===== src/hw/rtl/shtr_pkg.sv =====
// ----------------------------------------------------------------------------
// shtr_pkg
// Shared types and constants of the symbol hash table resolver.
// ----------------------------------------------------------------------------
package shtr_pkg;

  localparam int TABLE_DEPTH = 64;
  localparam int IDX_W       = $clog2(TABLE_DEPTH);
  localparam int COUNT_W     = $clog2(TABLE_DEPTH + 1);
  localparam int HASH_W      = 32;
  localparam int ADDR_W      = 32;
  localparam int CHAR_W      = 8;
  localparam int HASH_SHIFT  = 5;
  localparam int ENTRY_W     = HASH_W + ADDR_W;
  localparam int JOB_DEPTH   = 2;
  localparam int JOB_PTR_W   = $clog2(JOB_DEPTH);
  localparam int JOB_CNT_W   = $clog2(JOB_DEPTH + 1);

  localparam logic [HASH_W-1:0] HASH_SEED         = 32'h0000_1505;
  localparam logic [ADDR_W-1:0] NOT_FOUND_ADDRESS = 32'hFFFF_FFFF;

  typedef enum logic {
    OP_LOAD = 1'b0,
    OP_CHAR = 1'b1
  } op_t;

  typedef enum logic [2:0] {
    BK_IDLE,
    BK_PROBE,
    BK_CMP,
    BK_FINAL,
    BK_RESULT
  } back_state_t;

  typedef struct packed {
    logic               en;
    logic [IDX_W-1:0]   addr;
    logic [ENTRY_W-1:0] data;
  } ram_wr_t;

endpackage


===== src/hw/rtl/shtr_job_fifo.sv =====
// ----------------------------------------------------------------------------
// shtr_job_fifo
// Short queue of lookup keys between the front and back parts.
// ----------------------------------------------------------------------------
module shtr_job_fifo (
  input  logic                        clk,
  input  logic                        rst,
  input  logic                        wr_en,
  input  logic [shtr_pkg::HASH_W-1:0] wr_data,
  output logic                        q_full,
  input  logic                        rd_en,
  output logic [shtr_pkg::HASH_W-1:0] rd_data,
  output logic                        q_empty
);

  logic [shtr_pkg::HASH_W-1:0]    entries [shtr_pkg::JOB_DEPTH];
  logic [shtr_pkg::JOB_PTR_W-1:0] wptr;
  logic [shtr_pkg::JOB_PTR_W-1:0] rptr;
  logic [shtr_pkg::JOB_CNT_W-1:0] count;
  logic                           do_wr;
  logic                           do_rd;

  assign q_full  = (count == shtr_pkg::JOB_CNT_W'(shtr_pkg::JOB_DEPTH));
  assign q_empty = (count == '0);
  assign do_wr   = wr_en && !q_full;
  assign do_rd   = rd_en && !q_empty;
  assign rd_data = entries[rptr];

  always_ff @(posedge clk) begin
    if (rst) begin
      wptr  <= '0;
      rptr  <= '0;
      count <= '0;
    end else begin
      if (do_wr) begin
        wptr <= (wptr == shtr_pkg::JOB_PTR_W'(shtr_pkg::JOB_DEPTH - 1)) ? '0 : wptr + 1'b1;
      end
      if (do_rd) begin
        rptr <= (rptr == shtr_pkg::JOB_PTR_W'(shtr_pkg::JOB_DEPTH - 1)) ? '0 : rptr + 1'b1;
      end
      if (do_wr && !do_rd) begin
        count <= count + 1'b1;
      end else if (do_rd && !do_wr) begin
        count <= count - 1'b1;
      end
    end
  end

  always_ff @(posedge clk) begin
    if (do_wr) begin
      entries[wptr] <= wr_data;
    end
  end

endmodule


===== config.mk =====
export PLATFORM = sky130hd
export DESIGN_NAME = shtr_job_fifo
export DESIGN_NICKNAME = d
export VERILOG_FILES = /design/src/hw/rtl/shtr_pkg.sv /design/src/hw/rtl/shtr_job_fifo.sv
export SDC_FILE = /design/constraint.sdc
export NUM_CORES = 1
export LEC_CHECK = 0
export BUFFER_PORTS_ARGS = -buffer_cell sky130_fd_sc_hd__buf_2
export CORE_MARGIN = 2
export CORE_UTILIZATION = 55
export CTS_CLUSTER_SIZE = 16
export DETAILED_ROUTE_END_ITERATION = 8
export PLACE_DENSITY = 0.9
export SLEW_MARGIN = 20
export SYNTH_ARGS = -nofsm -noshare
export SYNTH_HDL_FRONTEND = slang
export SYNTH_SLANG_ARGS = --single-unit

===== constraint.sdc =====
create_clock -name clk -period 2.9 [get_ports clk]
set_input_delay 0.435 -clock clk [delete_from_list [all_inputs] [get_ports clk]]
set_output_delay 0.435 -clock clk [all_outputs]
set_load 0.05 [all_outputs]

==> reports/metrics.yaml <==
status:
  outcome: "finished clean"
clock_network:
  htreeDepth: 3
  cts.clk_slew.worst_paths_ns: 0.07
  cts_tree: "yes"
  cts_sinks: 69
  clk_latency_ns: 0.33
  cts.hold.buffers_added: 0
  ctsRootBufferMaster: "clkbuf_8"
  post_cts_buffers: 0
  numCtsBuffers: 9
  cts_resized: 0
  cts_buffer_depth: 2
sta:
  max_freq_ghz: 0.5178
  report.final.hold_viol_count: 0
  tns_ns: 0
  skew_ns: 0.006973
  period_share_pct: 66.59
  tightest_slew_ns: 0.3699
  rsz0062_at_grt: "false"
  min_period_ns: 1.931
  whs_ns: 0.2860
  slew_headroom_pct: 75.08
  final_max_slew_viol_count: 0
  setup_viol: 0
critical_path:
  endpoint: "rd_data[26]"
  worst_setup_path_end_kind: "output port"
  start_kind: "flip-flop"
  path_cells: "buf_4 -> mux2_2 -> buf_2"
  cp_data_arrival_time_ns: 1.50
  reg2reg_depth: 4
  rrSetupSlack_ns: 1.28
  cp_num_buf_inv: 2
  crit_path_top_delay_cell: "mux2_2"
  worst-endpoint-required_ns: 2.47
  rr_endpoint: "count[1]$_SDFFE_PP0P_"
  worstSetupPathType: "flip-flop to output port"
  crit_cells: 3
  cp_slowest_stage_delay_ns: 0.37
  timing.rr.start: "count[0]$_SDFFE_PP0P_"
  path_delay_family: "buffers and inverters"
  path_max_fanout: 16
global_routing:
  grt_max_degree: 19
  grt_antenna_before_repair: 0
  grt_pass1_wl_mm: 6.410
  grt_remaining_overflow: 0
  grt_pass1_vias: 1370
  track_usage_pct: 17.85
place:
  port_buffers: 69
  dp_hpwl_mm: 2.885
  gp_congestion: 0.6801
routing:
  firstDrtPassIters: 4
  vias: 1345
  drtIter0Drc: 72
  wl_per_cell_um: 15.65
  drc: 0
  antenna_left: 0
  avgViaCountPerCell: 5.095
  routed_wl_mm: 4.131
logic_synthesis:
  synth_common_cells: "64 x edfxtp_1, 30 x mux2_2, 5 x dfxtp_1, 5 x nor2_1"
  synth.top_cell.area_share_pct: 76.08
  synth_top_area_cell: "edfxtp_1"
  yosysUniqueCellTypes: 15
  seq_area_frac_synth_pct: 80.04
  syn-cell-area_um2: 2526
  yosys_most_used_dff: "edfxtp_1"
  yosysMostFrequentCell: "edfxtp_1"
  ys_ff_latch: 69
  ys_async_sr_fraction_pct: 0
  syn_inst: 125
  synthTopCellsByArea: "edfxtp_1 76%, mux2_2 13%, dfxtp_1 4.0%, xor2_1 1.0%, buf_4 0.89%"
  ys_warn_count: 0
  syn_area_per_cell_um2: 20.21
  syn_nets: 162
  synth_edf_count: 64
cells_and_area:
  nets: 244
  fillers: 301
  drive_gt1_share_pct: 56.13
  n_antenna_cell: 0
  regArea_um2: 2022
  multi_input_area_um2: 470.5
  syn_to_final_growth_pct: 23.23
pwr:
  swShare_pct: 39.23
  irDropWorstVdd_mv: 0.5519
  seqPwrFrac_pct: 41.8
  powerDensity_nw_per_um2: 999.1
  p_leak_nw: 1.200
  p_comb_share_pct: 38.2
  switching_power_mw: 1.220
  cell_internal_pwr_mw: 1.890
  pwr-share-clk_pct: 20.0
floorplanning:
  fp.dieW_um: 71.77
  placementRows: 24
  io_pins: 70
  dieHeight_um: 71.77
  start_util_pct: 57.62
  die-area_um2: 5151
  core_area_um2: 4384
job:
  drv_cap: 0
min_path:
  holdPathStages: 1
  min_path_type: "primary input to flip-flop"
==> kinds of logic (layout without fill, tap and decap cells) <==
kind of cell,after synthesis,in the layout,share of synthesized area [%]
XOR/XNOR,3,3,1.040
buffers and inverters,6,93,1.337
multiplexers,32,32,14.26
AO/OA/AOI/OAI,5,5,0.9904
adder cells (fa/ha/maj),1,1,0.4952
AND/OR/NAND/NOR,9,9,1.833
flip-flops,69,69,80.04
==> worst min path at each step <==
stage | start | endpoint | slack [ns]
3_3_place_gp | wptr$_SDFFE_PP0P_ | wptr$_SDFFE_PP0P_ | 0.48
5_1_grt | wr_data[22] | entries[0][22]$_DFFE_PP_ | 0.26
6_report | wr_data[8] | entries[1][8]$_DFFE_PP_ | 0.29
4_1_cts | wr_data[8] | entries[0][8]$_DFFE_PP_ | 0.27
3_5_place_dp | wptr$_SDFFE_PP0P_ | wptr$_SDFFE_PP0P_ | 0.48
2_1_floorplan | wptr$_SDFFE_PP0P_ | wptr$_SDFFE_PP0P_ | 0.45
==> layout make-up <==
type                    instances  share of cell area, %
flip-flops and latches         69                  64.95
multi-input cells              50                  15.11
repair buffers                 75                  12.54
clock buffers                  10                  4.100
well taps                      52                  2.090
clock inverters                 6                 0.9646
inverters                       2                 0.2412
==> cell usage in the layout (no fill, tap or decap) <==
master / netlist / final
buf_2: 0 / 69
edfxtp_1: 64 / 64
mux2_2: 30 / 30
clkbuf_8: 0 / 9
buf_4: 3 / 6
nor2_1: 5 / 5
dfxtp_1: 5 / 5
o21ai_0: 3 / 3
xor2_1: 3 / 3
clkinv_2: 0 / 3
inv_1: 2 / 2
mux2_1: 2 / 2
or3_1: 2 / 2
a21oi_1: 2 / 2
clkinv_1: 0 / 2
nor2b_2: 1 / 1
and2_1: 1 / 1
ha_1: 1 / 1
clkbuf_1: 1 / 1
clkinvlp_4: 0 / 1
==> power groups by stage <==
stage	clock (mW)	combinational (mW)	sequential [mW]
global placement	0	1.18	1.31
finish	0.622	1.19	1.30
global route	0.682	1.25	1.31
detailed placement	0	1.20	1.32
CTS	0.642	1.20	1.30
floorplan	0	0.953	1.31
==> layer usage <==
layer | vias to the layer above | GRT usage [%] | wire length, um | part of all wire (%)
met3 | 11 | 9.142 | 300 | 7.3
met5 | - | 0 | 0 | 0
met1 | 634 | 20.31 | 1635 | 40
li1 | 648 | - | - | -
met2 | 52 | 28.19 | 2089 | 51
met4 | 0 | 8.176 | 106 | 2.6
==> registers in the layout, summed over array words and instances (netlist names), named ones only <==
register / flops
count: 2
wptr: 1
rptr: 1
entries: 64
==> through the flow <==
step	total power [mW]	cell area (um2)	worst slack [ns]	std cells	util [%]
after floorplan	2.261	2526	0.9496	125	-
after global placement	2.493	2955	1.324	248	67.41
after detailed placement	2.519	2955	1.294	248	67.41
after CTS	3.144	3113	0.9418	264	71.00
after global routing	3.245	3113	0.8910	264	71.00
final	3.110	3113	0.9689	264	71.00
(Power assumes the default switching activity.)
