$ cat src/hw/rtl/shtr_pkg.sv
// ----------------------------------------------------------------------------
// shtr_pkg
// Shared types and constants of the symbol hash table resolver.
// ----------------------------------------------------------------------------
package shtr_pkg;

  localparam int TABLE_DEPTH = 64;
  localparam int IDX_W       = $clog2(TABLE_DEPTH);
  localparam int COUNT_W     = $clog2(TABLE_DEPTH + 1);
  localparam int HASH_W      = 32;
  localparam int ADDR_W      = 32;
  localparam int CHAR_W      = 8;
  localparam int HASH_SHIFT  = 5;
  localparam int ENTRY_W     = HASH_W + ADDR_W;
  localparam int JOB_DEPTH   = 2;
  localparam int JOB_PTR_W   = $clog2(JOB_DEPTH);
  localparam int JOB_CNT_W   = $clog2(JOB_DEPTH + 1);

  localparam logic [HASH_W-1:0] HASH_SEED         = 32'h0000_1505;
  localparam logic [ADDR_W-1:0] NOT_FOUND_ADDRESS = 32'hFFFF_FFFF;

  typedef enum logic {
    OP_LOAD = 1'b0,
    OP_CHAR = 1'b1
  } op_t;

  typedef enum logic [2:0] {
    BK_IDLE,
    BK_PROBE,
    BK_CMP,
    BK_FINAL,
    BK_RESULT
  } back_state_t;

  typedef struct packed {
    logic               en;
    logic [IDX_W-1:0]   addr;
    logic [ENTRY_W-1:0] data;
  } ram_wr_t;

endpackage

$ cat src/hw/rtl/shtr_front.sv
// ----------------------------------------------------------------------------
// shtr_front
// Input stage: hashes name characters, writes table entries, queues lookups.
// ----------------------------------------------------------------------------
module shtr_front (
  input  logic                                clk,
  input  logic                                rst,
  input  logic                                push,
  output logic                                full,
  input  logic                                operation,
  input  logic [shtr_pkg::IDX_W-1:0]          entry_index,
  input  logic [shtr_pkg::HASH_W-1:0]         entry_hash,
  input  logic [shtr_pkg::ADDR_W-1:0]         entry_address,
  input  logic [shtr_pkg::CHAR_W-1:0]         name_char,
  input  logic                                name_last,
  input  logic                                lookup_busy,
  input  logic                                job_full,
  output logic                                job_push,
  output logic [shtr_pkg::HASH_W-1:0]         job_key,
  output shtr_pkg::ram_wr_t                   ram_wr
);

  logic                          slot_valid;
  logic                          slot_op;
  logic [shtr_pkg::IDX_W-1:0]    slot_idx;
  logic [shtr_pkg::HASH_W-1:0]   slot_ehash;
  logic [shtr_pkg::ADDR_W-1:0]   slot_eaddr;
  logic [shtr_pkg::CHAR_W-1:0]   slot_char;
  logic                          slot_last;
  logic [shtr_pkg::HASH_W-1:0]   running_hash;
  logic [shtr_pkg::HASH_W-1:0]   hash_next;
  logic                          go;
  logic                          accept;
  logic                          is_char;

  assign is_char   = (slot_op == shtr_pkg::OP_CHAR);
  assign hash_next = (running_hash << shtr_pkg::HASH_SHIFT) + running_hash
                   + {{(shtr_pkg::HASH_W - shtr_pkg::CHAR_W){1'b0}}, slot_char};

  // loads wait until no lookup reads the table
  always_comb begin
    if (is_char) begin
      go = !slot_last || !job_full;
    end else begin
      go = !lookup_busy;
    end
  end

  assign full   = slot_valid && !go;
  assign accept = push && !full;

  assign job_push = slot_valid && go && is_char && slot_last;
  assign job_key  = hash_next;

  assign ram_wr.en   = slot_valid && go && !is_char
                     && ({1'b0, slot_idx} < shtr_pkg::COUNT_W'(shtr_pkg::TABLE_DEPTH));
  assign ram_wr.addr = slot_idx;
  assign ram_wr.data = {slot_ehash, slot_eaddr};

  always_ff @(posedge clk) begin
    if (rst) begin
      slot_valid   <= 1'b0;
      running_hash <= shtr_pkg::HASH_SEED;
    end else begin
      if (accept) begin
        slot_valid <= 1'b1;
      end else if (go) begin
        slot_valid <= 1'b0;
      end
      if (slot_valid && go && is_char) begin
        running_hash <= slot_last ? shtr_pkg::HASH_SEED : hash_next;
      end
    end
  end

  always_ff @(posedge clk) begin
    if (accept) begin
      slot_op    <= operation;
      slot_idx   <= entry_index;
      slot_ehash <= entry_hash;
      slot_eaddr <= entry_address;
      slot_char  <= name_char;
      slot_last  <= name_last;
    end
  end

endmodule

$ cat config.mk
export PLATFORM = sky130hd
export DESIGN_NAME = shtr_front
export DESIGN_NICKNAME = d
export VERILOG_FILES = /design/src/hw/rtl/shtr_pkg.sv /design/src/hw/rtl/shtr_front.sv
export SDC_FILE = /design/constraint.sdc
export NUM_CORES = 1
export LEC_CHECK = 0
export ABC_AREA = 1
export BUFFER_PORTS_ARGS = -buffer_cell sky130_fd_sc_hd__buf_4
export CORE_MARGIN = 5
export CORE_UTILIZATION = 51
export CTS_BUF_LIST = sky130_fd_sc_hd__clkbuf_2 sky130_fd_sc_hd__clkbuf_4 sky130_fd_sc_hd__clkbuf_8
export DETAILED_ROUTE_END_ITERATION = 7
export HOLD_SLACK_MARGIN = 0.05
export PLACE_DENSITY = 0.78
export SLEW_MARGIN = 20
export SYNTH_ARGS = -nofsm -noshare
export SYNTH_HDL_FRONTEND = slang
export SYNTH_SLANG_ARGS = --single-unit
$ cat constraint.sdc
create_clock -name clk -period 9.99 [get_ports clk]
set_input_delay 0.999 -clock clk [delete_from_list [all_inputs] [get_ports clk]]
set_output_delay 0.999 -clock clk [all_outputs]
set_load 0.03 [all_outputs]
==> flow_metrics.tcl <==
set metrics [dict create \
    status "finished clean" \
    antenna_left 0 \
    worstMarginPinSlew_ps 971 \
    start_kind "flip-flop" \
    synth.most_common_cell "nand2_1" \
    wl_met1_um 6710 \
    min_from "running_hash[29]" \
    drt-initial-drc-count 312 \
    pwr-share-clk_pct 36.9 \
    io_buffers 189 \
    crit_fanout 4 \
    post-cts-setup-buffers 0 \
    clkTransAtPathRegs_ps 70 \
    die_y_um 122 \
    reg2reg_from "running_hash[5]" \
    antenna_found_initial 0 \
    sw_frac_of_total_pct 28.4 \
    ir_drop_uv 151 \
    clockRootBuffer "clkbuf_8" \
    setup_ws_ps 6090 \
    tns_ps 0 \
    start_util_pct 52.6 \
    max_freq_ghz 0.256 \
    syn2layout_area_growth_pct 31.2 \
    hold_path.class "flip-flop to flip-flop" \
    setup_viol 0 \
    synth.largest_area_cell "edfxtp_1" \
    ff2ff_path_depth 13 \
    synth_ff_type "edfxtp_1" \
    avgSynthCellArea_um2 8.56 \
    nets 1093 \
    finalCriticalPeriod_ps 3900 \
    cts-resized-gates 0 \
    cellPowerDensity_nw_per_um2 142 \
    fillCellCount 993 \
    route.met3.wl_um 1640 \
    clock_latency_ps 430 \
    critical_path_buf_inv_count 3 \
    cap_violations 0 \
    wl_per_cell_um 15.5 \
    critPathArrivalTime_ps 2900 \
    hold_buffers 0 \
    synthTopCellsByArea "edfxtp_1 38%, nand2_1 15%, ha_1 11%" \
    ys_warn_count 0 \
    yosysTopAreaCellShare_pct 37.7 \
    internal_power_mw 0.851 \
    gp_congestion 0.919 \
    ys_types 28 \
    first_global_vias 5498 \
    maxSlewViolCount 0 \
    relSlewSlack_pct 35.3 \
    track_usage_pct 24.1 \
    path_delay_family "simple AND/OR/NAND/NOR gates" \
    yosys-top-cells-count "262 x nand2_1, 121 x inv_1, 80 x edfxtp_1, 58 x ha_1, 42 x a21oi_1" \
    cts_num_sinks 113 \
    num_antenna_cells 0 \
    critPathRequiredTime_ps 8990 \
    synthArstFlopShare_pct 0 \
    core_um2 12100 \
    postSynthCellCount 745 \
    cpMostUsedCell "nand2_1" \
    die_area_um2 14800 \
    seq_area_frac_synth_pct 48.0 \
    htree_levels 4 \
    power.switching_mw 0.338 \
    cts_buffer_depth 2 \
    top_level_ports 190 \
    synth_fp_nets 892 \
    startpoint "running_hash[5]" \
    synth_edf_count 80 \
    cts_tree "built" \
    r2r-end "running_hash[14]" \
    min_to "running_hash[29]" \
    finalHoldViolCount 0 \
    synthesis.area_um2 6380 \
    die_w_um 122 \
    postRouteWirelength_um 17400 \
    combPwrFrac_pct 18.0 \
    r2r_slack_ps 7470 \
    drc_errors 0 \
    path_class "flip-flop to output port" \
    path_cells "inv_1 -> fa_1 -> inv_1 -> ha_1 -> nand2_1 -> nor2_1 -> nand2_1 -> nand3_1 -> nand2_1 -> nand2_1 -> nand2_1 -> nand2_1 -> nand2_1 -> and2_1 -> buf_4" \
    cpMaxStageDelayCell "fa_1" \
    routed.top_layer "met4" \
    skew_ps 12.0 \
    dr_total_vias 5423 \
    drive_gt1_share_pct 24.9 \
    vias_per_cell 4.82 \
    p_leak_nw 4.27 \
    cts_buffers 17 \
    grt_setup_unrepaired "no" \
    dp_slack_ps 6530 \
    fin_crit_sh_pct 39.0 \
    grt_max_degree 81 \
    hold-path-cell-count 2 \
    critPathMaxStageDelay_ps 480 \
    ys_ff_latch 113 \
    pwr-share-seq_pct 45.1 \
    dr.pass1.iters 6 \
    overflow 0 \
    grt_pass1_wl_um 27400 \
    row_count 40 \
    dr_wl_met2_um 8690 \
    place_hpwl_um 13800 \
    cp-end-kind "output port" \
]
-- power by group through the flow --
stage	Combinational (mW)	Clock, mW	Sequential, mW
finish	0.214	0.439	0.537
global route	0.228	0.475	0.539
CTS	0.215	0.450	0.537
detailed placement	0.214	0	0.547
global placement	0.212	0	0.546
floorplan	0.0873	0	0.583
-- worst reg2reg max path, delay by kind of cell (launching register included) --
| kind | cells | cell delay, ps |
|---|---|---|
| simple gates | 7 | 740 |
| xor+xnor | 1 | 300 |
| fa+ha+maj | 2 | 820 |
| buf+inv | 2 | 110 |
| compound gates | 1 | 120 |
| flops | 1 | 380 |
-- cell families (layout without fill, tap and decap cells) --
kind of cell               after synthesis  count (layout)  synth area share (%)
xor gates and xnor gates                17              17                  2.34
DFF                                    113             113                  48.0
buffers and inverters                  130             343                  7.99
and+or+nand+nor                        363             363                  23.6
adders and majority gates               62              62                  12.6
AOI/OAI and AO/OA                       60              60                  5.42
-- through the flow --
step	instances	hold WS (ps)	area, um2	util, %	total power [mW]
after floorplan	745	458	6380	-	0.670
after global placement	1095	468	7970	65.8	0.759
final	1126	489	8370	69.1	1.19
after CTS	1126	491	8370	69.1	1.20
after global routing	1126	502	8370	69.1	1.24
after detailed placement	1095	474	7970	65.8	0.761
-- flip-flops by register name (all words and copies together) (netlist names) --
signal,cells
slot_valid,1
slot_last,1
slot_ehash,32
slot_char,8
running_hash,32
slot_idx,6
slot_eaddr,32
is_char,1
-- layout make-up --
| cell class | count | area, um2 | share of cell area, % |
|---|---|---|---|
| Tap cell | 168 | 210 | 2.51 |
| Inverter | 122 | 460 | 5.50 |
| Sequential cell | 113 | 3060 | 36.6 |
| Clock buffer | 17 | 234 | 2.80 |
| Clock inverter | 14 | 163 | 1.94 |
| Timing Repair Buffer | 190 | 1430 | 17.0 |
| Multi-Input combinational cell | 502 | 2810 | 33.6 |
-- metal layers --
metal | GRT usage [%] | vias up
met5 | 0 | -
met4 | 8.54 | 0
met3 | 8.91 | 26
met2 | 42.2 | 197
met1 | 27.1 | 2411
li1 | - | 2789
-- cells in the final DEF, fill, tap and decap left out, types with 7 or more instances in the layout --
cell type and count:
inv_1 121, edfxtp_1 80, nor2_1 40, a21oi_2 10
nand2_1 262, nand3_1 27, clkbuf_8 17, ha_1 58
a21oi_1 42, buf_4 190, dfxtp_1 33, nand3_2 7
xor2_1 14, and2_1 16
-- worst max-delay path by stage --
| stage | end | slack [ps] | cells past startpoint |
|---|---|---|---|
| CTS | job_key[31] | 6030 | 15 |
| finish | job_key[26] | 6090 | 15 |
| detailed placement | job_key[31] | 6530 | 15 |
| global placement | job_key[25] | 6550 | 13 |
| floorplan | is_char | 4670 | 7 |
| global route | job_key[30] | 5790 | 15 |
Power figures use the tool's default switching activity.
