===== config.mk =====
export PLATFORM = sky130hd
export DESIGN_NAME = shtr_back
export DESIGN_NICKNAME = d
export VERILOG_FILES = /design/src/hw/rtl/shtr_pkg.sv /design/src/hw/rtl/shtr_back.sv
export SDC_FILE = /design/constraint.sdc
export NUM_CORES = 1
export LEC_CHECK = 0
export BUFFER_PORTS_ARGS = -buffer_cell sky130_fd_sc_hd__buf_2
export CORE_MARGIN = 2
export CORE_UTILIZATION = 47
export DETAILED_ROUTE_END_ITERATION = 8
export GPL_TIMING_DRIVEN = 0
export PLACE_DENSITY = 0.72
export SETUP_SLACK_MARGIN = 0.4
export SLEW_MARGIN = 5
export SYNTH_ARGS = -nofsm -noshare
export SYNTH_HDL_FRONTEND = slang
export SYNTH_SLANG_ARGS = --single-unit
export TNS_END_PERCENT = 100

===== constraint.sdc =====
create_clock -name clk -period 6 [get_ports clk]
set_input_delay 1.2 -clock clk [delete_from_list [all_inputs] [get_ports clk]]
set_output_delay 1.2 -clock clk [all_outputs]
set_load 0.05 [all_outputs]

===== src/hw/rtl/shtr_pkg.sv =====
// ----------------------------------------------------------------------------
// shtr_pkg
// Shared types and constants of the symbol hash table resolver.
// ----------------------------------------------------------------------------
package shtr_pkg;

  localparam int TABLE_DEPTH = 64;
  localparam int IDX_W       = $clog2(TABLE_DEPTH);
  localparam int COUNT_W     = $clog2(TABLE_DEPTH + 1);
  localparam int HASH_W      = 32;
  localparam int ADDR_W      = 32;
  localparam int CHAR_W      = 8;
  localparam int HASH_SHIFT  = 5;
  localparam int ENTRY_W     = HASH_W + ADDR_W;
  localparam int JOB_DEPTH   = 2;
  localparam int JOB_PTR_W   = $clog2(JOB_DEPTH);
  localparam int JOB_CNT_W   = $clog2(JOB_DEPTH + 1);

  localparam logic [HASH_W-1:0] HASH_SEED         = 32'h0000_1505;
  localparam logic [ADDR_W-1:0] NOT_FOUND_ADDRESS = 32'hFFFF_FFFF;

  typedef enum logic {
    OP_LOAD = 1'b0,
    OP_CHAR = 1'b1
  } op_t;

  typedef enum logic [2:0] {
    BK_IDLE,
    BK_PROBE,
    BK_CMP,
    BK_FINAL,
    BK_RESULT
  } back_state_t;

  typedef struct packed {
    logic               en;
    logic [IDX_W-1:0]   addr;
    logic [ENTRY_W-1:0] data;
  } ram_wr_t;

endpackage


===== src/hw/rtl/shtr_back.sv =====
// ----------------------------------------------------------------------------
// shtr_back
// Lookup engine: lower-bound binary search over the table, result register.
// ----------------------------------------------------------------------------
module shtr_back (
  input  logic                                clk,
  input  logic                                rst,
  input  logic [shtr_pkg::COUNT_W-1:0]        entry_count,
  input  logic                                job_empty,
  input  logic [shtr_pkg::HASH_W-1:0]         job_key,
  output logic                                job_pop,
  output logic                                busy,
  output logic [shtr_pkg::IDX_W-1:0]          ram_raddr,
  input  logic [shtr_pkg::ENTRY_W-1:0]        ram_rdata,
  output logic                                empty,
  input  logic                                pop,
  output logic                                found,
  output logic [shtr_pkg::ADDR_W-1:0]         symbol_address,
  output logic [shtr_pkg::HASH_W-1:0]         name_hash
);

  shtr_pkg::back_state_t          state, state_next;
  logic [shtr_pkg::COUNT_W-1:0]   first, first_next;
  logic [shtr_pkg::COUNT_W-1:0]   len, len_next;
  logic [shtr_pkg::COUNT_W-1:0]   limit, limit_next;
  logic [shtr_pkg::COUNT_W-1:0]   probe, probe_next;
  logic [shtr_pkg::COUNT_W-1:0]   step;
  logic [shtr_pkg::COUNT_W-1:0]   clamped;
  logic [shtr_pkg::HASH_W-1:0]    key, key_next;
  logic                           res_found, res_found_next;
  logic [shtr_pkg::ADDR_W-1:0]    res_addr, res_addr_next;
  logic                           out_valid;
  logic                           out_load;
  logic [shtr_pkg::HASH_W-1:0]    rd_hash;
  logic [shtr_pkg::ADDR_W-1:0]    rd_addr;

  assign rd_hash = ram_rdata[shtr_pkg::ENTRY_W-1 -: shtr_pkg::HASH_W];
  assign rd_addr = ram_rdata[shtr_pkg::ADDR_W-1:0];
  assign step    = len >> 1;
  assign clamped = (entry_count > shtr_pkg::COUNT_W'(shtr_pkg::TABLE_DEPTH))
                 ? shtr_pkg::COUNT_W'(shtr_pkg::TABLE_DEPTH) : entry_count;
  assign busy    = (state != shtr_pkg::BK_IDLE);
  assign empty   = !out_valid;

  always_comb begin
    state_next     = state;
    first_next     = first;
    len_next       = len;
    limit_next     = limit;
    probe_next     = probe;
    key_next       = key;
    res_found_next = res_found;
    res_addr_next  = res_addr;
    job_pop        = 1'b0;
    out_load       = 1'b0;
    ram_raddr      = probe_next[shtr_pkg::IDX_W-1:0];
    case (state)
      shtr_pkg::BK_IDLE: begin
        if (!job_empty) begin
          job_pop    = 1'b1;
          key_next   = job_key;
          first_next = '0;
          len_next   = clamped;
          limit_next = clamped;
          state_next = shtr_pkg::BK_PROBE;
        end
      end
      shtr_pkg::BK_PROBE: begin
        if (len == '0) begin
          if (first < limit) begin
            ram_raddr  = first[shtr_pkg::IDX_W-1:0];
            state_next = shtr_pkg::BK_FINAL;
          end else begin
            res_found_next = 1'b0;
            res_addr_next  = shtr_pkg::NOT_FOUND_ADDRESS;
            state_next     = shtr_pkg::BK_RESULT;
          end
        end else begin
          probe_next = first + step;
          ram_raddr  = probe_next[shtr_pkg::IDX_W-1:0];
          state_next = shtr_pkg::BK_CMP;
        end
      end
      shtr_pkg::BK_CMP: begin
        if (rd_hash < key) begin
          first_next = probe + 1'b1;
          len_next   = len - step - 1'b1;
        end else begin
          len_next   = step;
        end
        state_next = shtr_pkg::BK_PROBE;
      end
      shtr_pkg::BK_FINAL: begin
        res_found_next = (rd_hash == key);
        res_addr_next  = (rd_hash == key) ? rd_addr : shtr_pkg::NOT_FOUND_ADDRESS;
        state_next     = shtr_pkg::BK_RESULT;
      end
      shtr_pkg::BK_RESULT: begin
        if (!out_valid || pop) begin
          out_load   = 1'b1;
          state_next = shtr_pkg::BK_IDLE;
        end
      end
      default: begin
        state_next = shtr_pkg::BK_IDLE;
      end
    endcase
  end

  always_ff @(posedge clk) begin
    if (rst) begin
      state     <= shtr_pkg::BK_IDLE;
      out_valid <= 1'b0;
    end else begin
      state <= state_next;
      if (out_load) begin
        out_valid <= 1'b1;
      end else if (pop) begin
        out_valid <= 1'b0;
      end
    end
  end

  always_ff @(posedge clk) begin
    first     <= first_next;
    len       <= len_next;
    limit     <= limit_next;
    probe     <= probe_next;
    key       <= key_next;
    res_found <= res_found_next;
    res_addr  <= res_addr_next;
    if (out_load) begin
      found          <= res_found;
      symbol_address <= res_addr;
      name_hash      <= key;
    end
  end

endmodule


==> impl_metrics.ini, run 1 <==
[cts]
post_cts_buffers = 0
cts_max_level = 4
cts-root-buf = clkbuf_16
clk_latency_ns = 0.43
cts_resized = 0
clk_path_buf_depth = 2
cts_buffers = 17
path_clk_slew_ns = 0.07
cts_tree = done
numClockSinks = 162
hold_buffers = 0

[logic_synthesis]
synth_area_mm2 = 0.007068
synth_xor_area_share_pct = 1.859
avgSynthCellArea_um2 = 14.60
synth_area_leader_cell = edfxtp_1
syn-num-nets = 647
synth-seq-area-share_pct = 68.26
synth_warnings = 0
synth_top_family_by_area = adder cells
synthAdderAreaFrac_pct = 10.13
synth.area.mux_share_pct = 0.9205
synth_compound_area_share_pct = 6.284
synth_edf_count = 158
syn_inst = 484
synth.area.top_cells = edfxtp_1, ha_1, inv_1, or2_2, a21oi_1
ys.flop_type = edfxtp_1
async_flop_share_pct = 0
yosysTopAreaCellShare_pct = 67.13
synth-simple-area-share_pct = 9.187
yosysUniqueCellTypes = 47
synth-seq-cells = 162

[min_path]
hold_start = res_addr[7]
worstHoldPathCells = 0
hold_path_class = flop to flop
min_to = symbol_address[7]

[die]
rows = 44
ioPinCount = 181
die_x_um = 126.6
die_h_um = 126.6
dieArea_mm2 = 0.01604
core_mm2 = 0.01459
start_util_pct = 48.45

[cells_and_area]
fin_area_mm2 = 0.008833
fin_nets = 848
postLayoutCoreUtil_pct = 60.55
final_layout_size_suffix_gt1_share_pct = 37.82
fillCellCount = 1124
area_growth_pct = 24.98
multiInputGateArea_mm2 = 0.002013
seqCellArea_mm2 = 0.004825
insertedDiodeCount = 0

[global_route]
grt_busiest_layer = met2
globalRoute.totalOverflow = 0
grt_first_pass_wirelength_um = 23110
grt.met3_usage_pct = 4.639
grt_pass1_vias = 4538
grt_max_degree = 41
track_usage_pct = 19.06
globalRouteMet1Util_pct = 23.42
antenna_found_initial = 0
gr-usage-met2_pct = 32.34

[power_and_ir_drop]
leakage_uw = 0.003717
p_int_uw = 2002
power_frac_seq_pct = 49.2
pwr-share-comb_pct = 11.4
switching_power_uw = 673.6
ir_worst_vdd_v = 0.0001915
power_frac_clock_pct = 39.4
switching_share_pct = 25.17
cellPowerDensity_mw_per_mm2 = 302.9

[routing]
via_per_inst = 5.084
first_pass_iters = 4
drt_iter0_drc = 288
drtAntennaViolNets = 0
wire_per_inst_um = 16.76
num_vias = 4484
drcViolationCount = 0
wirelength_um = 14780

[worst_setup_path]
crit_chain = buf_2 > or2_2 > inv_2 > buf_2
critPathRequiredTime_ns = 4.80
cp_max_fo = 40
r2r_end = res_addr[25]
arrival_ns = 2.73
endpoint_kind = output port
worstSetupPathType = input port to output port
rrSetupSlack_ns = 3.07
cp_num_buf_inv = 3
crit_family = buffers and inverters
cp_slowest_cell = inv_2
crit_path_frequent_cell = buf_2
reg2reg_depth = 6
worstSetupStartpointType = input port
cpPeakStageDelay_ns = 0.66
reg2reg_from = len[2]

[flow_run]
maxCapViolCount = 0

[outcome]
outcome = finished, final reports clean

[timing]
fmax_mhz = 254.6
period_needed_ns = 3.928
slew_headroom_pct = 16.28
worstMarginPinSlew_ns = 1.254
tns_ns = 0
rsz0062_at_grt = false
drv_slew = 0
clock_skew_ns = 0.006348
setup_viol = 0
fin_crit_sh_pct = 65.46
hold_viol = 0

[placed_design]
dp_hpwl_um = 11100
numPortBuffers = 180
routabilityCongestion = 0.8519
placed_area_mm2 = 0.008254
## cells in the mapped netlist (2+ instances only)
library cell	number
nor2_1	15
xnor2_1	10
dfxtp_1	4
inv_1	56
nand3_1	7
nor3_1	4
or2_2	33
nand4_1	7
nand2_1	20
mux2i_1	5
o21bai_1	2
nand2b_1	5
xor2_1	5
o221a_2	6
edfxtp_1	158
o21ai_1	5
fa_1	2
ha_1	54
a21o_1	6
a21oi_1	27
o21a_1	2
nor2b_1	9
o21ai_0	9
o211ai_2	2
and3_1	2
clkbuf_1	6
or3_1	3
## kinds of logic (layout without fill, tap and decap cells)
logic type,after synthesis,count (layout)
compound gates,67,67
xor+xnor,15,15
fa+ha+maj,56,56
buf+inv,63,277
flops,162,162
mux,6,6
simple gates,115,115
## state kept, by name, indices dropped and copies added, names as in the netlist
name            flops
len                 7
res_addr           32
first               7
symbol_address     32
found               1
limit               7
state               3
res_found           1
key                32
probe               7
name_hash          32
out_valid           1
## how the worst max path moves through the flow
stage	startpoint	to	slack (ns)	cells after the start
final	job_empty	job_pop	2.07	4
after detailed placement	job_empty	job_pop	2.04	4
after CTS	job_empty	job_pop	2.05	4
after floorplan	pop	found	1.50	2
after global placement	pop	name_hash[22]	0.18	3
after global routing	len[1]	ram_raddr[4]	1.97	10
## power groups by stage
stage	registers, µW	logic, µW	clock network [µW]
floorplan	1340	204	0
global placement	1340	292	0
detailed placement	1340	304	0
CTS	1320	307	1070
global route	1320	341	1120
finish	1320	305	1050
## metal layers
metal	part of all wire, %	vias to the layer above	routed length, µm
met5	0	-	0
met4	2.1	0	312
met3	5.9	23	871
met2	51	148	7478
met1	41	2148	6118
li1	-	2165	-
## through the flow
stage                     hold slack [ns]  power [µW]  cells  setup slack [ns]
final                              0.4153        2676    882             2.073
after global routing               0.4221        2778    882             1.970
after CTS                          0.4183        2698    882             2.045
after detailed placement           0.4045        1645    850             2.044
after global placement             0.4008        1631    848            0.1844
after floorplan                    0.4003        1542    484             1.504
## layout by cell type (no fill, tap or decap), types with 3 or more instances in the layout
cell type	n
clkbuf_1	7
xor2_1	5
nand3_1	7
a21o_1	6
nand2_1	20
buf_2	181
nor3_1	4
nand2b_1	5
mux2i_1	5
or2_2	33
or3_1	3
edfxtp_1	158
inv_1	55
dfxtp_1	4
ha_1	54
clkbuf_16	17
nand4_1	7
clkinv_4	3
a21oi_1	27
xnor2_1	10
nor2b_1	9
o221a_2	6
inv_8	4
o21ai_0	8
o21ai_1	6
nor2_1	14
## area by class of cell
class	count	area share, %
clock buffer	18	4.858
tap	184	2.606
clock inverter	14	1.700
sequential	162	54.62
buffer	7	0.3116
inverter	56	2.380
multi-input combinational	259	22.79
timing repair buffer	182	10.74
Note: power is estimated with default switching activity, not from simulation.
==> run 2: changes to the inputs <==
ABC_AREA = 1   (was not set)
PLACE_DENSITY = 0.74   (was 0.72)
clock period = 3.5 ns   (was 6 ns; I/O delays follow)
==> run 2 against run 1 <==
  * Global-route usage fell by 0.19 points
  * Via count is 13% higher
  * Setup slack got worse by 1.6 ns
  * Register-to-register slack got worse by 2.3 ns
  * Core utilization grew 1.4 points
  * Critical path depth up 5
  * Design area increased by 7.1%
  * Critical path type is now flop to output port
  * Largest power group unchanged
==> impl_metrics.ini, run 2 <==
[worst_setup_path]
reg2reg_from = len[2]
critPathRequiredTime_ns = 2.80
rrSetupSlack_ns = 0.80
crit_start = first[4]
endpoint_kind = output port
crit_chain = ha_4 > a21oi_4 > nor2_2 > a211oi_2 > nand3_2 > nor2_4 > nand2_1 > nand3_2 > buf_8
crit_path_frequent_cell = nand3_2
reg2reg_depth = 7
r2r_end = res_addr[7]
endpoint = ram_raddr[1]
arrival_ns = 2.35
cp_max_fo = 4
cpPeakStageDelay_ns = 0.47
worstSetupPathType = flop to output port
worstSetupStartpointType = flop
cp_slowest_cell = edfxtp_1

[global_route]
antenna_found_initial = 3
grt_max_degree = 34
track_usage_pct = 18.86
globalRoute.totalOverflow = 0
grt_first_pass_wirelength_um = 23740
grt_pass1_vias = 4843

[routing]
num_vias = 5073
drcViolationCount = 0
wirelength_um = 15660
wl_met3_um = 907
via_per_inst = 4.750
first_pass_iters = 8
drtAntennaViolNets = 0
drt_iter0_drc = 306
wire_per_inst_um = 14.66
wl_met2_um = 7815
highest_layer = met4
wl_met1_um = 6552

[power_and_ir_drop]
cellPowerDensity_mw_per_mm2 = 548.8
ir_worst_vdd_v = 0.0003332
leakage_uw = 0.004185

[cells_and_area]
final_common_cell = buf_2
seqCellArea_mm2 = 0.004825
final_cell_mix = buf_2, edfxtp_1, inv_1
area_growth_pct = 28.01
postLayoutCoreUtil_pct = 61.98
stdcell_count = 1068
final_layout_size_suffix_gt1_share_pct = 31.38
fin_nets = 1004
multiInputGateArea_mm2 = 0.002120
fin_area_mm2 = 0.009458
fillCellCount = 1205

[placed_design]
placed_area_mm2 = 0.008665
routabilityCongestion = 0.8018
place_inst = 1029
dp_slack_ns = 0.5749
dp_hpwl_um = 11620
numPortBuffers = 180

[cts]
cts-root-buf = clkbuf_16
clk_path_buf_depth = 2
cts_max_level = 4
cts_tree = done
path_clk_slew_ns = 0.07
hold_buffers = 0
clk_latency_ns = 0.43
numClockSinks = 162
cts_buffers = 17

[die]
dieArea_mm2 = 0.01674
rows = 45
ioPinCount = 181
start_util_pct = 48.42
die_h_um = 129.4
die_x_um = 129.4
core_mm2 = 0.01526

[logic_synthesis]
synth_top_family_by_area = simple AND/OR/NAND/NOR gates
synth.area.top_cells = edfxtp_1, ha_1, inv_1, nand2_1, nor2_1
synth.area.mux_share_pct = 0
synth_area_leader_cell = edfxtp_1
synth_compound_area_share_pct = 2.659
async_flop_share_pct = 0
synth.most_common_cell = edfxtp_1
synth_warnings = 0
synthTopCellsByCount = edfxtp_1, inv_1, nand2_1
synth_area_mm2 = 0.007388
synth_edf_count = 158
synth_xor_area_share_pct = 1.185
yosysUniqueCellTypes = 35
synth-seq-area-share_pct = 65.30
synthAdderAreaFrac_pct = 9.687
syn-num-nets = 796
syn_inst = 633
synth-seq-cells = 162
synth-simple-area-share_pct = 13.34
ys.flop_type = edfxtp_1
avgSynthCellArea_um2 = 11.67
yosysTopAreaCellShare_pct = 64.22

[timing]
hold_ws_ns = 0.4181
clock_skew_ns = 0.009561
hold_viol = 0
drv_slew = 0
setup_viol = 0
slew_headroom_pct = 20.15
rsz0062_at_grt = true
worstMarginPinSlew_ns = 1.185
fin_crit_sh_pct = 87.07
setup_ws_ns = 0.4527
period_needed_ns = 3.047
fmax_mhz = 328.2

[flow_run]
maxCapViolCount = 0

[min_path]
hold_path_class = flop to flop

[outcome]
outcome = finished, final reports clean
run 2: critical path, delay by kind of cell, from the launching register on:
family | cells | cell delay [ns]
fa+ha+maj | 1 | 0.26
buf+inv | 1 | 0.15
compound gates | 2 | 0.43
flops | 1 | 0.47
simple gates | 5 | 0.60
run 2: cell families after synthesis:
family	after synthesis
DFF	162
adders and majority gates	56
xor gates and xnor gates	10
and+or+nand+nor	227
buffers and inverters	143
AOI/OAI and AO/OA	35
run 2: worst min path at each step:
| stage | from | to | slack [ns] | cells past startpoint |
|---|---|---|---|---|
| 2_1_floorplan | res_found | found | 0.40 | 0 |
| 3_3_place_gp | res_addr[2] | symbol_address[2] | 0.40 | 0 |
| 3_5_place_dp | res_addr[11] | symbol_address[11] | 0.40 | 0 |
| 4_1_cts | res_addr[13] | symbol_address[13] | 0.42 | 0 |
| 5_1_grt | res_addr[2] | symbol_address[2] | 0.42 | 0 |
| 6_report | res_addr[13] | symbol_address[13] | 0.42 | 0 |
run 2: cell type report:
class,instances,share of cell area (%)
Clock buffer,17,4.498
Tap cell,211,2.791
Sequential cell,162,51.01
Timing Repair Buffer,189,11.34
Clock inverter,15,1.720
Antenna cell,3,0.07938
Multi-Input combinational cell,328,22.41
Buffer,8,0.7541
Inverter,135,5.398
run 2: timing repair:
item / 4_1_cts / 5_1_grt
setup buffers: 1 / 3
setup endpoints to repair: 6 / 39
resized for setup: 11 / 30
pin swaps: 0 / 10
run 2: stage by stage:
| step | total power, µW | TNS (ns) |
|---|---|---|
| 3_3_place_gp | 3285 | -4.578 |
| 4_1_cts | 5152 | 0 |
| 3_5_place_dp | 3318 | 0 |
| 2_1_floorplan | 3042 | 0 |
| 6_report | 5190 | 0 |
| 5_1_grt | 5427 | 0 |
run 2: power by group:
part / switching [µW] / internal (µW) / leakage, µW
combinational: 647 / 345 / 0.00248
sequential: 70.3 / 2310 / 0.00142
clock: 860 / 960 / 0.000288
run 2: per-layer routing:
layer / up-vias / global-route usage [%]
met5: - / 0
met4: 0 / 9.015
met3: 23 / 4.088
met2: 161 / 32.14
met1: 2377 / 22.93
li1: 2512 / -
==> run 3: changes to the inputs <==
--- a/config.mk
+++ b/config.mk
@@ -11,4 +11,4 @@
 export CORE_UTILIZATION = 47
+export CTS_BUF_LIST = sky130_fd_sc_hd__clkbuf_4
 export DETAILED_ROUTE_END_ITERATION = 8
-export GPL_TIMING_DRIVEN = 0
 export PLACE_DENSITY = 0.74
==> constraint.sdc (replaced) <==
create_clock -name clk -period 3.5 [get_ports clk]
set_input_delay 0.875 -clock clk [delete_from_list [all_inputs] [get_ports clk]]
set_output_delay 0.875 -clock clk [all_outputs]
set_load 0.05 [all_outputs]
==> run 3 against run 2 <==
  * Sequential share of layout area rose by 1.6 points
  * Design area fell by 3.1%
  * Core utilization fell by 1.9 points
  * First-iteration DRC count rose by 22%
  * Clock skew rose by 0.010 ns
  * Critical path depth rose by 2
  * Clock-buffer cell count did not move
==> impl_metrics.ini, run 3 (synthesized netlist as in run 2, its figures left out) <==
[outcome]
outcome = finished, final reports clean

[cts]
cts_max_level = 4
hold_buffers = 0
path_clk_slew_ns = 0.16
cts-root-buf = clkbuf_4
cts_buffers = 17
numClockSinks = 162
clk_path_buf_depth = 2
cts_tree = done
clk_latency_ns = 0.55

[die]
die_h_um = 129.4
rows = 45
ioPinCount = 181
die_x_um = 129.4
start_util_pct = 48.42
dieArea_mm2 = 0.01674
core_mm2 = 0.01526

[timing]
setup_ws_ns = 0.1525
rsz0062_at_grt = true
slew_headroom_pct = 27.77
worstMarginPinSlew_ns = 1.072
hold_viol = 0
fmax_mhz = 298.7
setup_viol = 0
tns_ns = 0
fin_crit_sh_pct = 95.64
period_needed_ns = 3.347
drv_slew = 0
clock_skew_ns = 0.01956

[flow_run]
maxCapViolCount = 0

[power_and_ir_drop]
power_frac_seq_pct = 52.9
switching_share_pct = 33.15
power_frac_clock_pct = 24.1
cellPowerDensity_mw_per_mm2 = 489.7
p_int_uw = 3001
pwr-share-comb_pct = 23.0
switching_power_uw = 1488
leakage_uw = 0.004079
ir_worst_vdd_v = 0.0003119

[worst_setup_path]
worstSetupStartpointType = flop
cp_max_fo = 4
arrival_ns = 2.47
crit_start = first[2]
critPathRequiredTime_ns = 2.62
endpoint_kind = output port
reg2reg_from = key[5]
worstSetupPathType = flop to output port

[routing]
num_vias = 5084
wire_per_inst_um = 14.69
wirelength_um = 15750
drcViolationCount = 0
first_pass_iters = 5
via_per_inst = 4.743
drt_iter0_drc = 374
drtAntennaViolNets = 0

[cells_and_area]
fillCellCount = 1263
multiInputGateArea_mm2 = 0.002148
stdcell_count = 1072
final_cell_mix = buf_2, edfxtp_1, inv_1
final_common_cell = buf_2
final_layout_size_suffix_gt1_share_pct = 32.95
seqCellArea_mm2 = 0.004825
postLayoutCoreUtil_pct = 60.09
fin_nets = 1009
area_growth_pct = 24.10

[placed_design]
place_inst = 1021
dp_hpwl_um = 11380
numPortBuffers = 180
dp_slack_ns = 0.4726
routabilityCongestion = 0.8625

[min_path]
hold_start = res_addr[4]
hold_path_class = flop to flop

[global_route]
grt_pass1_vias = 4814
track_usage_pct = 18.74
grt_max_degree = 66
grt_first_pass_wirelength_um = 23600
antenna_found_initial = 2
globalRoute.totalOverflow = 0
run 3: final cells by class:
type                    count  share of cell area [%]
well taps                 211                   2.879
repair buffers            202                   12.38
multi-input cells         328                   23.43
diodes                      2                 0.05459
clock buffers              17                   1.392
flip-flops and latches    162                   52.62
inverters                 135                   5.527
clock inverters            15                   1.719
run 3: repair_timing:
item | CTS | global route
gates cloned | 0 | 0
resized for setup | 22 | 29
endpoints found under the setup margin | 6 | 6
pin swaps | 5 | 16
buffers inserted | 8 | 9
run 3: worst paths after layout:
check,to,slack [ns],cells past startpoint
hold / removal,symbol_address[4],0.43,0
hold reg to reg,symbol_address[4],0.43,0
setup reg to reg,first[5],1.11,11
setup / recovery,ram_raddr[5],0.15,11
run 3: worst max-delay path: stages (launching register included):
cell      delay, ns
edfxtp_1       0.51
buf_6          0.16
ha_4           0.28
nand3_2        0.10
nand2_2        0.09
nand2_1        0.06
nand2_1        0.09
a21oi_2        0.07
or2_4          0.25
nand3_2        0.06
nand3_2        0.09
buf_8          0.16
run 3: power by group through the flow:
stage,Clock (µW),Combinational (µW),Sequential (µW)
floorplan,0,541,2500
global placement,0,884,2410
detailed placement,0,897,2420
CTS,1120,962,2370
global route,1200,1140,2390
finish,1080,1030,2370
run 3: stage by stage:
step	hold WS [ns]	area [µm²]	total power, µW
floorplan	0.4003	7407	3042
detailed placement	0.4045	8551	3315
finish	0.4295	9169	4490
global placement	0.4002	8551	3297
global route	0.4279	9169	4724
CTS	0.4240	8970	4451
run 3: per-layer routing:
metal	part of all wire [%]	GRT usage, %	routed length (µm)	vias up
li1	-	-	-	2524
met1	40	23.19	6374	2366
met2	51	32.63	8041	174
met3	6.7	3.799	1048	20
met4	1.8	6.905	280	0
met5	0	0	0	-
